`config.mk`:
```
export PLATFORM = sky130hd
export DESIGN_NAME = life_grid_generation_step
export DESIGN_NICKNAME = d
export VERILOG_FILES = /design/src/hdl/lgs_pkg.sv /design/src/hdl/lgs_ram.sv /design/src/hdl/lgs_dp.sv /design/src/hdl/lgs_ctrl.sv /design/src/hdl/life_grid_generation_step.sv
export SDC_FILE = /design/constraint.sdc
export NUM_CORES = 1
export LEC_CHECK = 0
export BUFFER_PORTS_ARGS = -buffer_cell sky130_fd_sc_hd__buf_4
export CAP_MARGIN = 0
export CELL_PAD_IN_SITES_DETAIL_PLACEMENT = 1
export CELL_PAD_IN_SITES_GLOBAL_PLACEMENT = 1
export CORE_UTILIZATION = 45
export CTS_BUF_LIST = sky130_fd_sc_hd__clkbuf_8
export CTS_CLUSTER_SIZE = 8
export DETAILED_ROUTE_END_ITERATION = 10
export GPL_TIMING_DRIVEN = 0
export PLACE_DENSITY_LB_ADDON = 0.12
export SYNTH_ARGS = -nofsm -noshare
export SYNTH_HDL_FRONTEND = slang
export SYNTH_SLANG_ARGS = --single-unit
```
`constraint.sdc`:
```
create_clock -name clk -period 7.7 [get_ports clk]
set_input_delay 0.77 -clock clk [delete_from_list [all_inputs] [get_ports clk]]
set_output_delay 0.77 -clock clk [all_outputs]
set_load 0.03 [all_outputs]
```
`src/hdl/lgs_pkg.sv`:
```
`default_nettype none
package lgs_pkg;

	localparam int ROW_W       = 16;
	localparam int ROW_NUM_W   = 4;
	localparam int DEF_ROWS    = 16;
	localparam int DEF_COLS    = 16;
	localparam int BIRTH_CNT   = 3;
	localparam int SURVIVE_LO  = 2;
	localparam int SURVIVE_HI  = 3;

	typedef enum logic [1:0] {
		ST_LOAD,
		ST_FETCH,
		ST_SHIFT
	} lgs_state_t;

	// controller -> datapath
	typedef struct packed {
		logic load;   // store the incoming row
		logic start;  // clear window and fetch counter
		logic read;   // issue a grid read at the fetch index
		logic shift;  // advance the window, capture a result row when one is complete
	} lgs_cmd_t;

	// datapath -> controller
	typedef struct packed {
		logic wr_last;
		logic fetch_end;
		logic fetch_zero;
		logic out_free;
	} lgs_status_t;

endpackage
`default_nettype wire

```
`src/hdl/lgs_ram.sv`:
```
`default_nettype none
module lgs_ram #(
	parameter int WIDTH = 16,
	parameter int DEPTH = 16
) (
	input  wire logic                     clk,
	input  wire logic                     wr_en,
	input  wire logic [$clog2(DEPTH)-1:0] wr_addr,
	input  wire logic [WIDTH-1:0]         wr_data,
	input  wire logic                     rd_en,
	input  wire logic [$clog2(DEPTH)-1:0] rd_addr,
	output logic      [WIDTH-1:0]         rd_data
);

	logic [WIDTH-1:0] mem_q [DEPTH];

	always_ff @(posedge clk) begin
		if (wr_en) begin
			mem_q[wr_addr] <= wr_data;
		end
	end

	// read data holds while rd_en is low
	always_ff @(posedge clk) begin
		if (rd_en) begin
			rd_data <= mem_q[rd_addr];
		end
	end

endmodule
`default_nettype wire

```
`src/hdl/lgs_dp.sv`:
```
`default_nettype none
module lgs_dp #(
	parameter int GRID_ROWS = lgs_pkg::DEF_ROWS,
	parameter int GRID_COLS = lgs_pkg::DEF_COLS
) (
	input  wire logic                          clk,
	input  wire logic                          arst_n,
	input  wire lgs_pkg::lgs_cmd_t             cmd,
	output lgs_pkg::lgs_status_t               status,
	input  wire logic [lgs_pkg::ROW_W-1:0]     row_cells,
	input  wire logic                          out_stall,
	output logic                               out_valid,
	output logic      [lgs_pkg::ROW_W-1:0]     next_row_cells,
	output logic      [lgs_pkg::ROW_NUM_W-1:0] row_number,
	output logic                               last_row
);
	import lgs_pkg::*;

	localparam int AW = $clog2(GRID_ROWS);
	localparam int FW = $clog2(GRID_ROWS + 1);
	localparam logic [ROW_W-1:0] COL_MASK = (GRID_COLS >= ROW_W) ? {ROW_W{1'b1}} :
		ROW_W'((64'd1 << GRID_COLS) - 64'd1);

	function automatic logic [ROW_W-1:0] life_row(input logic [ROW_W-1:0] up,
		input logic [ROW_W-1:0] ctr, input logic [ROW_W-1:0] dn);
		logic [ROW_W-1:0] res;
		logic [3:0]       cnt;
		logic             l_up, l_ctr, l_dn, r_up, r_ctr, r_dn;
		res = '0;
		for (int j = 0; j < ROW_W; j++) begin
			l_up  = (j > 0) ? up[(j > 0) ? j - 1 : 0] : 1'b0;
			l_ctr = (j > 0) ? ctr[(j > 0) ? j - 1 : 0] : 1'b0;
			l_dn  = (j > 0) ? dn[(j > 0) ? j - 1 : 0] : 1'b0;
			r_up  = (j < ROW_W - 1) ? up[(j < ROW_W - 1) ? j + 1 : j] : 1'b0;
			r_ctr = (j < ROW_W - 1) ? ctr[(j < ROW_W - 1) ? j + 1 : j] : 1'b0;
			r_dn  = (j < ROW_W - 1) ? dn[(j < ROW_W - 1) ? j + 1 : j] : 1'b0;
			cnt = 4'(l_up) + 4'(up[j]) + 4'(r_up) + 4'(l_ctr) + 4'(r_ctr)
				+ 4'(l_dn) + 4'(dn[j]) + 4'(r_dn);
			if (ctr[j]) begin
				res[j] = (cnt >= 4'(SURVIVE_LO)) && (cnt <= 4'(SURVIVE_HI));
			end else begin
				res[j] = (cnt == 4'(BIRTH_CNT));
			end
		end
		return res;
	endfunction

	logic [AW-1:0]        wr_cnt_q;
	logic [FW-1:0]        fetch_q;
	logic [FW-1:0]        row_idx;
	logic [ROW_W-1:0]     mid_q, low_q;
	logic [ROW_W-1:0]     rd_data, shift_in, nxt;
	logic                 out_valid_q;
	logic [ROW_W-1:0]     out_cells_q;
	logic [ROW_NUM_W-1:0] out_num_q;
	logic                 out_last_q;

	lgs_ram #(
		.WIDTH(ROW_W),
		.DEPTH(GRID_ROWS)
	) u_grid (
		.clk    (clk),
		.wr_en  (cmd.load),
		.wr_addr(wr_cnt_q),
		.wr_data(row_cells & COL_MASK),
		.rd_en  (cmd.read),
		.rd_addr(fetch_q[AW-1:0]),
		.rd_data(rd_data)
	);

	assign status.wr_last    = (wr_cnt_q == AW'(GRID_ROWS - 1));
	assign status.fetch_end  = (fetch_q == FW'(GRID_ROWS));
	assign status.fetch_zero = (fetch_q == '0);
	assign status.out_free   = !out_valid_q || !out_stall;

	// below the bottom edge the grid is dead
	assign shift_in = status.fetch_end ? '0 : rd_data;
	// result for row fetch-1: mid_q above it, low_q the row itself, shift_in below it
	assign nxt      = life_row(mid_q, low_q, shift_in) & COL_MASK;
	assign row_idx  = fetch_q - FW'(1);

	always_ff @(posedge clk or negedge arst_n) begin
		if (!arst_n) begin
			wr_cnt_q    <= '0;
			fetch_q     <= '0;
			out_valid_q <= 1'b0;
		end else begin
			if (cmd.load) begin
				wr_cnt_q <= status.wr_last ? '0 : wr_cnt_q + AW'(1);
			end
			if (cmd.start) begin
				fetch_q <= '0;
			end else if (cmd.shift) begin
				fetch_q <= fetch_q + FW'(1);
			end
			if (cmd.shift && !status.fetch_zero) begin
				out_valid_q <= 1'b1;
			end else if (!out_stall) begin
				out_valid_q <= 1'b0;
			end
		end
	end

	always_ff @(posedge clk) begin
		if (cmd.start) begin
			mid_q <= '0;
			low_q <= '0;
		end else if (cmd.shift) begin
			mid_q <= low_q;
			low_q <= shift_in;
		end
		if (cmd.shift && !status.fetch_zero) begin
			out_cells_q <= nxt;
			out_num_q   <= ROW_NUM_W'(row_idx);
			out_last_q  <= status.fetch_end;
		end
	end

	assign out_valid      = out_valid_q;
	assign next_row_cells = out_cells_q;
	assign row_number     = out_num_q;
	assign last_row       = out_last_q;

endmodule
`default_nettype wire

```
`src/hdl/lgs_ctrl.sv`:
```
`default_nettype none
module lgs_ctrl (
	input  wire logic                 clk,
	input  wire logic                 arst_n,
	input  wire logic                 in_valid,
	output logic                      in_stall,
	input  wire lgs_pkg::lgs_status_t status,
	output lgs_pkg::lgs_cmd_t         cmd
);
	import lgs_pkg::*;

	lgs_state_t state_q, state_d;

	always_ff @(posedge clk or negedge arst_n) begin
		if (!arst_n) begin
			state_q <= ST_LOAD;
		end else begin
			state_q <= state_d;
		end
	end

	always_comb begin
		state_d  = state_q;
		cmd      = '0;
		in_stall = 1'b1;
		unique case (state_q)
			ST_LOAD: begin
				in_stall = 1'b0;
				if (in_valid) begin
					cmd.load = 1'b1;
					if (status.wr_last) begin
						cmd.start = 1'b1;
						state_d   = ST_FETCH;
					end
				end
			end
			ST_FETCH: begin
				cmd.read = !status.fetch_end;
				state_d  = ST_SHIFT;
			end
			ST_SHIFT: begin
				// the first shift only primes the window, later ones need a free output
				if (status.fetch_zero || status.out_free) begin
					cmd.shift = 1'b1;
					state_d   = status.fetch_end ? ST_LOAD : ST_FETCH;
				end
			end
			default: begin
				state_d = ST_LOAD;
			end
		endcase
	end

endmodule
`default_nettype wire

```
`src/hdl/life_grid_generation_step.sv`:
```
// One generation of the B3/S23 life rule over a GRID_ROWS x GRID_COLS grid.
// Input channel (in_valid/in_stall, row_cells): one transaction per grid row,
// rows 0..GRID_ROWS-1 in order; columns at or above GRID_COLS are dropped.
// Cells outside the grid count as dead, no wrap-around.
// Rows are taken one per cycle while a frame loads. After the last row the
// input is stalled while the new generation is produced.
// Output channel (out_valid/out_stall, next_row_cells, row_number, last_row):
// GRID_ROWS transactions, row 0 first, last_row set on the final one.
// After the last input row is taken, a priming read and window shift come
// before the first result; each result then takes one grid read and one
// window shift, through the single read port of the row store.
// A stalled output holds its register and stops the row sweep until taken;
// the next frame may load while the final result still waits.
// Reset returns to frame loading with the row count at zero and no result
// pending; the row store itself is not cleared.
`default_nettype none
module life_grid_generation_step #(
	parameter int GRID_ROWS = lgs_pkg::DEF_ROWS,
	parameter int GRID_COLS = lgs_pkg::DEF_COLS
) (
	input  wire logic                          clk,
	input  wire logic                          arst_n,
	input  wire logic                          in_valid,
	output logic                               in_stall,
	input  wire logic [lgs_pkg::ROW_W-1:0]     row_cells,
	output logic                               out_valid,
	input  wire logic                          out_stall,
	output logic      [lgs_pkg::ROW_W-1:0]     next_row_cells,
	output logic      [lgs_pkg::ROW_NUM_W-1:0] row_number,
	output logic                               last_row
);
	import lgs_pkg::*;

	lgs_cmd_t    cmd;
	lgs_status_t status;

	lgs_ctrl u_ctrl (
		.clk     (clk),
		.arst_n  (arst_n),
		.in_valid(in_valid),
		.in_stall(in_stall),
		.status  (status),
		.cmd     (cmd)
	);

	lgs_dp #(
		.GRID_ROWS(GRID_ROWS),
		.GRID_COLS(GRID_COLS)
	) u_dp (
		.clk           (clk),
		.arst_n        (arst_n),
		.cmd           (cmd),
		.status        (status),
		.row_cells     (row_cells),
		.out_stall     (out_stall),
		.out_valid     (out_valid),
		.next_row_cells(next_row_cells),
		.row_number    (row_number),
		.last_row      (last_row)
	);

endmodule
`default_nettype wire

```
Yosys cells after proc, flatten, opt, wreduce, memory -nomap -nowiden
Memories as Yosys holds them, arrays and structs flattened. A register that Yosys moved wholly into a read port is not among the register bits.
Cells that the tools add are included.
Word-level totals
  input port bits: 20
  RAM bits: 256
  register bits after elaboration: 65
  memories: 1
  word-level logic and storage cells: 237
  ROM bits: 0
  latch bits: 0
Cells by class
  add/sub/neg operators: 108
  multiply operators: 0
  shifts and indexed selects: 0
  multiplexer cells: 36
  equal/unequal tests: 24
  bitwise logic cells: 0
  div/mod/pow operators: 0
  $lt $le $gt $ge: 32
  reduce and logical (&&, ||, !) cells: 27
Memory list
  u_dp.u_grid.mem_q: words 16, bits a word 16, read ports 1, clocked after Yosys merged registers in 1, wr ports 1, line lgs_ram.sv:15  | logic [WIDTH-1:0] mem_q [DEPTH];
Operator list (count)
  $add A4 B1 Y4: 89
  $eq A4 B2 Y1 const B: 16
  $ge A4 B2 Y1 const B: 16
  $le A4 B2 Y1 const B: 16
  $add A1 B1 Y2: 15
  $mux W1: 26
  $logic_and A1 B1 Y1: 17
  $mux W16: 1
  $mux W2: 5
  $mux W5: 2
  $ne A2 B1 Y1 const B: 3
  $pmux W2 S3: 1
  $add A5 B1 Y5 const B: 1
  $eq A5 B5 Y1 const B: 1
  $logic_not A5 Y1: 1
  $add A4 B1 Y4 const B: 1
  $eq A4 B4 Y1 const B: 1
  $logic_not A1 Y1: 4
  $mux W4: 1
  $sub A4 B1 Y4 const B: 1
  $add A2 B1 Y3: 1
  $reduce_and A3 Y1: 1
  $eq A2 B1 Y1 const B: 1
  $eq A2 B2 Y1 const B: 1
  4 further kinds: 5

Longest topological paths before layout
  word-level depth: 10
  mapped depth: 16

By module
A second synthesis with hierarchy kept.
Second synthesis, totals
  cell total of the unflattened synthesis: 913
  area total of the unflattened synthesis: 15185.8 um2
By module, submodules not included
  lgs_ram: area each 10202.3 um2, times used 1, cells each 432
  lgs_dp: area each 4858.4 um2, times used 1, cells each 465
  lgs_ctrl: area each 125.1 um2, times used 1, cells each 16

Worst setup path after synthesis
Ideal clock, no wire load.
  kind: register to register
  from: reg u_dp.fetch_q[1]
  to: reg u_dp.out_cells_q[13] (netlist: u_dp.next_row_cells[13]) (data pin)
  clock period less this slack: 4314 ps
  setup time: 167 ps
  slack: 3386 ps
  path buffers: 4
  cell stages (with the launch flop): 16
  data arrival time: 4146 ps
  required time: 7533 ps
  path through: dfrtp_1 -> clkbuf_1 -> buf_2 -> buf_2 -> inv_1 -> ha_1 -> nand3_1 -> clkbuf_1 -> nand2_1 -> fa_1 -> fa_1 -> fa_1 -> fa_1 -> a2111oi_0 -> a21oi_1 -> a211oi_1
On the way
  cells in the longest elaborated chain, start to end: 8
  elaborated cells between the ends (all ways): 10
  classes of those cells: add/sub: 3; order compare: 2; eq/ne: 2; mux: 2; reduce/logical: 1
RTL lines
  start, declared: line lgs_dp.sv:49  | logic [FW-1:0] fetch_q;
  start signal, assigned: line lgs_dp.sv:94  | fetch_q <= fetch_q + FW'(1);
  $eq A5 B5 Y1 *: line lgs_dp.sv:72  | assign status.fetch_end = (fetch_q == FW'(GRID_ROWS));
  $mux W16 *: line lgs_dp.sv:77  | assign shift_in = status.fetch_end ? '0 : rd_data;
  $add A4 B1 Y4 (2 in a row): line lgs_dp.sv:38  | + 4'(l_dn) + 4'(dn[j]) + 4'(r_dn);
  $add A4 B1 Y4 *: line lgs_dp.sv:38
  $ge A4 B2 Y1 / $le A4 B2 Y1 (equally long branches): line lgs_dp.sv:40  | res[j] = (cnt >= 4'(SURVIVE_LO)) && (cnt <= 4'(SURVIVE_HI));
  $logic_and A1 B1 Y1: line lgs_dp.sv:40
  $mux W1 *: line lgs_dp.sv:39  | if (ctr[j]) begin
  via u_dp.nxt[13]: line lgs_dp.sv:52  | logic [ROW_W-1:0] rd_data, shift_in, nxt;
  end signal, assigned: line lgs_dp.sv:113  | out_cells_q <= nxt;
  end, declared: line lgs_dp.sv:54  | logic [ROW_W-1:0] out_cells_q;
Mark *: on every way through the listed nets, which the timed path passes. The rest lies on a longest branch.
A chain may end at the register's enable or synchronous reset.

Worst setup path after layout
Ends and elaborated chain as after synthesis.

==> results.env <==
FINAL_PERIOD_MINUS_WORST_SETUP_SLACK_NS=5.31
CTS-ROOT-BUF='sky130_fd_sc_hd__clkbuf_8'
SYNTH_TOP_AREA_SHARE_PCT=57.5
HOLD-WORST-SLACK_NS=0.402
TOP_LAYER_USED='met4'
RSZ0062_AT_GRT='no'
EDFF_COUNT_SYNTH=293
TIMING_WORST_SLEW_PIN_VALUE_NS=1.10
NUMPORTBUFFERS=42
MAX-CLOCK-PATH-BUFFERS=3
START_UTIL_PCT=45.7
AREA_GROWTH_FROM_SYNTHESIS_TO_FINAL_LAYOUT_PCT=15.1
OUTCOME='complete, no violations'
STD_CELL_ROWS=67
CORE_REGION_AREA_SQ_UM=33500
POST_SYNTH.CELL_AREA_AVG_SQ_UM=16.5
TYPE_OF_ELEMENT_CAPTURING_THE_CRITICAL_PATH='flop'
YS.FLOP_TYPE='sky130_fd_sc_hd__edfxtp_1'
DRIVE_ABOVE_1_SHARE_PCT=22.9
DATA_REQUIRED_TIME_AT_THE_WORST_ENDPOINT_NS=8.15
SYNTH_COMPOUND_GATE_AREA_SHARE_PCT=2.52
CRIT_PATH_MAX_FANOUT=10
TIMING.SLEW.HEADROOM_PCT=26.4
HTREEDEPTH=2
POST_SYNTH_MAIN_AREA_CONTRIBUTORS='sky130_fd_sc_hd__edfxtp_1 (57%), sky130_fd_sc_hd__mux4_2 (11%), sky130_fd_sc_hd__fa_1 (7.8%)'
FILLCELLCOUNT=3190
DRT_PRE_ANTENNA_ITERS=4
CTS-BUFFERS-INSERTED=57
LEAKAGE_POWER_nW=6.44
TRITONCTS_CLOCK_TREE='built'
GRT-OVFL-TOTAL=0
MIN_PATH_CELLS=3
CLOCK_SINKS=337
P_COMB_SHARE_PCT=46.8
HOLD_START='out_stall'
POWER.SWITCHING_W=0.00285
CLK_PIN_SLEW_WORST_PATHS_NS=0.06
FINAL.PERIOD_UTILIZATION_PCT=69.0
SEQUENTIAL_CELL_AREA_SQ_UM=9740
TIMING.CLOCK.SKEW_NS=0.0343
TRACK_USAGE_PCT=21.0
LAYOUT.CELL_AREA.NON_FILLER_SQ_UM=17600
SYN-INSTANCE-COUNT=927
DIEAREA_SQ_UM=34800
ASYNC_RESET_FF_SHARE_PCT=3.56
POST_SYNTH_INSTANCE_AREA_SQ_UM=15300
MUXSHAREOFSYNTHAREA_PCT=12.1
CRITICAL_PATH_CLASS='reg2reg'
CRIT-REG2REG-CAPTURE='u_dp.next_row_cells[13]$_DFFE_PP_'
SYNTH_TOP_FAMILY_BY_AREA='multiplexers'
FIRST_GLOBAL_VIAS=9008
ROUTE.DETAILED.DRC=0
POST-LAYOUT-TOTAL-POWER_W=0.00770
VIA_COUNT=8127
DRV.MAX_CAP_VIOLATION_COUNT=0
REG2REG_SLACK_NS=2.39
ANT_NETS=0
SYNTH.FF_LATCH_COUNT=337
MIN_DELAY_WORST_ENDPOINT='u_dp.out_valid$_DFFE_PN0P_'
FINALMAXSLEWVIOLATIONS=0
SETUP_VIOL=0
R2R_WORST_PATH_DEPTH=15
ANTENNA_FOUND_INITIAL=0
DPL.HPWL_UM=24100
POWER_SWITCHING_SHARE_PCT=37.0
SYNTHDISTINCTLIBCELLS=38
FIRST_PASS_GRT_WIRE_LENGTH_UM=54000
TIMING.SETUP.TNS_NS=0
POWER.IR.VDD_WORST_mV=0.173
DRTITER0DRC=603
SYNTH.NET_COUNT=1059
DRT-VIAS-PER-INSTANCE=5.29
CLASS_OF_THE_MOST_CRITICAL_HOLD_TIMING_PATH='in2reg'
PWR_DENSITY_CELL_nW_PER_UM2=437
POST_SYNTH_XOR_AREA_FRACTION_PCT=0.343
FMAXACHIEVABLE_GHz=0.188
GRT_MAX_DEGREE=26
SYNTH_AREA_LEADER_CELL='sky130_fd_sc_hd__edfxtp_1'
YS_WARN_COUNT=0
CHIPWIDTH_UM=186
DIODES=0
IOS=43
ROUTE.FINAL.WIRE_LENGTH_UM=35300
FLOORPLAN.DIE.HEIGHT_UM=186
CRITPATHLAUNCHTYPE='flop'
FRACTION_OF_POWER_CONSUMED_BY_THE_CLOCK_NETWORK_PCT=20.2
MULTIINPUTGATEAREA_SQ_UM=5030
REG2REG_FROM='u_dp.fetch_q[1]$_DFFE_PN0P_'
POST_DRT_WL_PER_CELL_UM=22.9
POWER_REPORT.INTERNAL_TOTAL_W=0.00485
CTS.REPAIR_TIMING.SETUP_BUFFER_COUNT=0
SHARE_OF_THE_YOSYS_CHIP_AREA_BELONGING_TO_REGISTERS_PCT=63.6
POWER.SEQUENTIAL.FRACTION_PCT=33.0
POST_DP_CELL_AREA_SQ_UM=16500
TOTAL_LENGTH_OF_ROUTED_MET2_WIRES_UM=17800
WL_MET3_UM=1770
ROUTE.LAYER.MET1.WL_UM=14700
CLOCK_LATENCY_NS=0.63
FIN_NETS=1178
WORSTPATHARRIVAL_NS=5.76
PLACE.GP.CONGESTION=0.731
HOLD_VIOLATIONS=0
SYNTHSIMPLEGATEAREAFRAC_PCT=5.39
SYNTHADDERAREAFRAC_PCT=12.1
FINALCOREUTILIZATION_PCT=52.6
## Yosys cell counts, types with 12 or more instances
cell type	count
sky130_fd_sc_hd__nand3_1	29
sky130_fd_sc_hd__nand2b_1	16
sky130_fd_sc_hd__inv_1	105
sky130_fd_sc_hd__dfxtp_1	32
sky130_fd_sc_hd__edfxtp_1	293
sky130_fd_sc_hd__clkbuf_1	20
sky130_fd_sc_hd__nor3_1	16
sky130_fd_sc_hd__nor2_1	28
sky130_fd_sc_hd__a21oi_1	36
sky130_fd_sc_hd__mux4_2	78
sky130_fd_sc_hd__ha_1	52
sky130_fd_sc_hd__dfrtp_1	12
sky130_fd_sc_hd__nand2_1	74
sky130_fd_sc_hd__fa_1	60
## metal layers
metal | track usage (%) | vias up
met2 | 36.1 | 209
met4 | 7.06 | 0
met5 | 0 | -
met3 | 3.87 | 66
li1 | - | 3658
met1 | 26.8 | 4194
## area by class of cell
type | instances | area share (%)
sequential | 337 | 55.2
multi-input combinational | 448 | 28.5
clock buffer | 61 | 4.76
timing repair buffer | 60 | 3.49
tap | 448 | 3.18
inverter | 105 | 2.24
clock inverter | 41 | 1.39
buffer | 37 | 1.16
## registers in the layout (all words and copies together), names as in the netlist
name / cells
u_ctrl.state_q: 2
u_dp.fetch_q: 5
u_dp.last_row: 1
u_dp.low_q: 16
u_dp.mid_q: 16
u_dp.next_row_cells: 16
u_dp.out_valid: 1
u_dp.row_number: 4
u_dp.u_grid.mem_q: 256
u_dp.u_grid.rd_data: 16
u_dp.wr_cnt_q: 4
## per-stage QoR
| stage | setup WS, ns | cells |
|---|---|---|
| 6_report | 2.39 | 1537 |
| 5_1_grt | 1.94 | 1537 |
| 2_1_floorplan | 3.39 | 927 |
| 3_3_place_gp | 2.42 | 1417 |
| 4_1_cts | 2.31 | 1537 |
| 3_5_place_dp | 2.34 | 1434 |
## cell usage in the layout (no fill, tap or decap), types with 2 or more instances in the layout
master,n
sky130_fd_sc_hd__nand3_1,29
sky130_fd_sc_hd__buf_2,10
sky130_fd_sc_hd__ha_1,52
sky130_fd_sc_hd__a221oi_1,6
sky130_fd_sc_hd__clkinv_1,12
sky130_fd_sc_hd__o21ai_0,5
sky130_fd_sc_hd__nor2_2,12
sky130_fd_sc_hd__clkbuf_8,61
sky130_fd_sc_hd__buf_16,4
sky130_fd_sc_hd__nor3_1,11
sky130_fd_sc_hd__dfxtp_1,32
sky130_fd_sc_hd__bufinv_16,3
sky130_fd_sc_hd__nor3_2,5
sky130_fd_sc_hd__xnor2_1,4
sky130_fd_sc_hd__buf_8,9
sky130_fd_sc_hd__buf_6,11
sky130_fd_sc_hd__fa_1,60
sky130_fd_sc_hd__nor2_1,16
sky130_fd_sc_hd__a21oi_1,36
sky130_fd_sc_hd__clkbuf_1,19
sky130_fd_sc_hd__buf_4,42
sky130_fd_sc_hd__nand2b_1,16
sky130_fd_sc_hd__mux4_2,78
sky130_fd_sc_hd__nor2b_1,9
sky130_fd_sc_hd__a211oi_1,8
sky130_fd_sc_hd__edfxtp_1,293
sky130_fd_sc_hd__xor2_1,2
sky130_fd_sc_hd__dfrtp_1,12
sky130_fd_sc_hd__mux2_2,2
sky130_fd_sc_hd__nand2_1,74
sky130_fd_sc_hd__inv_1,123
sky130_fd_sc_hd__nor3b_1,2
sky130_fd_sc_hd__clkinv_2,7
sky130_fd_sc_hd__mux2i_1,8
## power groups by stage
stage,clock [W],combinational [W],sequential (W)
floorplan,0,0.00260,0.00259
global placement,0,0.00346,0.00258
detailed placement,0,0.00367,0.00258
CTS,0.00159,0.00369,0.00255
global route,0.00166,0.00412,0.00257
finish,0.00155,0.00361,0.00254
## logic make-up (layout without fill, tap and decap cells)
kind of cell,Yosys count,after routing
AOI/OAI and AO/OA,63,63
muxes,88,88
buffers and inverters,142,304
and+or+nand+nor,179,179
xor gates and xnor gates,6,6
DFF,337,337
adders and majority gates,112,112
## how the worst max path moves through the flow
stage          slack (ns)                           endpoint  depth (start not counted)                   startpoint
2_1_floorplan        3.39  u_dp.next_row_cells[13]$_DFFE_PP_                         15  u_dp.fetch_q[1]$_DFFE_PN0P_
3_3_place_gp         2.42  u_dp.next_row_cells[13]$_DFFE_PP_                         15  u_dp.fetch_q[1]$_DFFE_PN0P_
3_5_place_dp         2.34  u_dp.next_row_cells[13]$_DFFE_PP_                         15  u_dp.fetch_q[1]$_DFFE_PN0P_
4_1_cts              2.31  u_dp.next_row_cells[13]$_DFFE_PP_                         15  u_dp.fetch_q[1]$_DFFE_PN0P_
5_1_grt              1.94  u_dp.next_row_cells[13]$_DFFE_PP_                         15  u_dp.fetch_q[1]$_DFFE_PN0P_
6_report             2.39  u_dp.next_row_cells[13]$_DFFE_PP_                         15  u_dp.fetch_q[1]$_DFFE_PN0P_
## what timing repair did
action | 4_1_cts | 5_1_grt
endpoints found under the hold margin | 12 | 0
resized for setup | 0 | 0
hold buffers | 1 | 0
endpoints found under the setup margin | 0 | 0
## critical path, stage by stage (launching register included)
cell                        delay (ns)
sky130_fd_sc_hd__dfrtp_1          0.37
sky130_fd_sc_hd__clkbuf_1         0.22
sky130_fd_sc_hd__buf_2            0.37
sky130_fd_sc_hd__buf_2            0.36
sky130_fd_sc_hd__inv_1            0.11
sky130_fd_sc_hd__ha_1             0.22
sky130_fd_sc_hd__nand3_1          0.28
sky130_fd_sc_hd__clkbuf_1         0.43
sky130_fd_sc_hd__nand2_1          0.29
sky130_fd_sc_hd__fa_1             0.61
sky130_fd_sc_hd__fa_1             0.43
sky130_fd_sc_hd__fa_1             0.41
sky130_fd_sc_hd__fa_1             0.40
sky130_fd_sc_hd__a2111oi_0        0.31
sky130_fd_sc_hd__a21oi_1          0.08
sky130_fd_sc_hd__a211oi_1         0.22
Power figures use the tool's default switching activity.
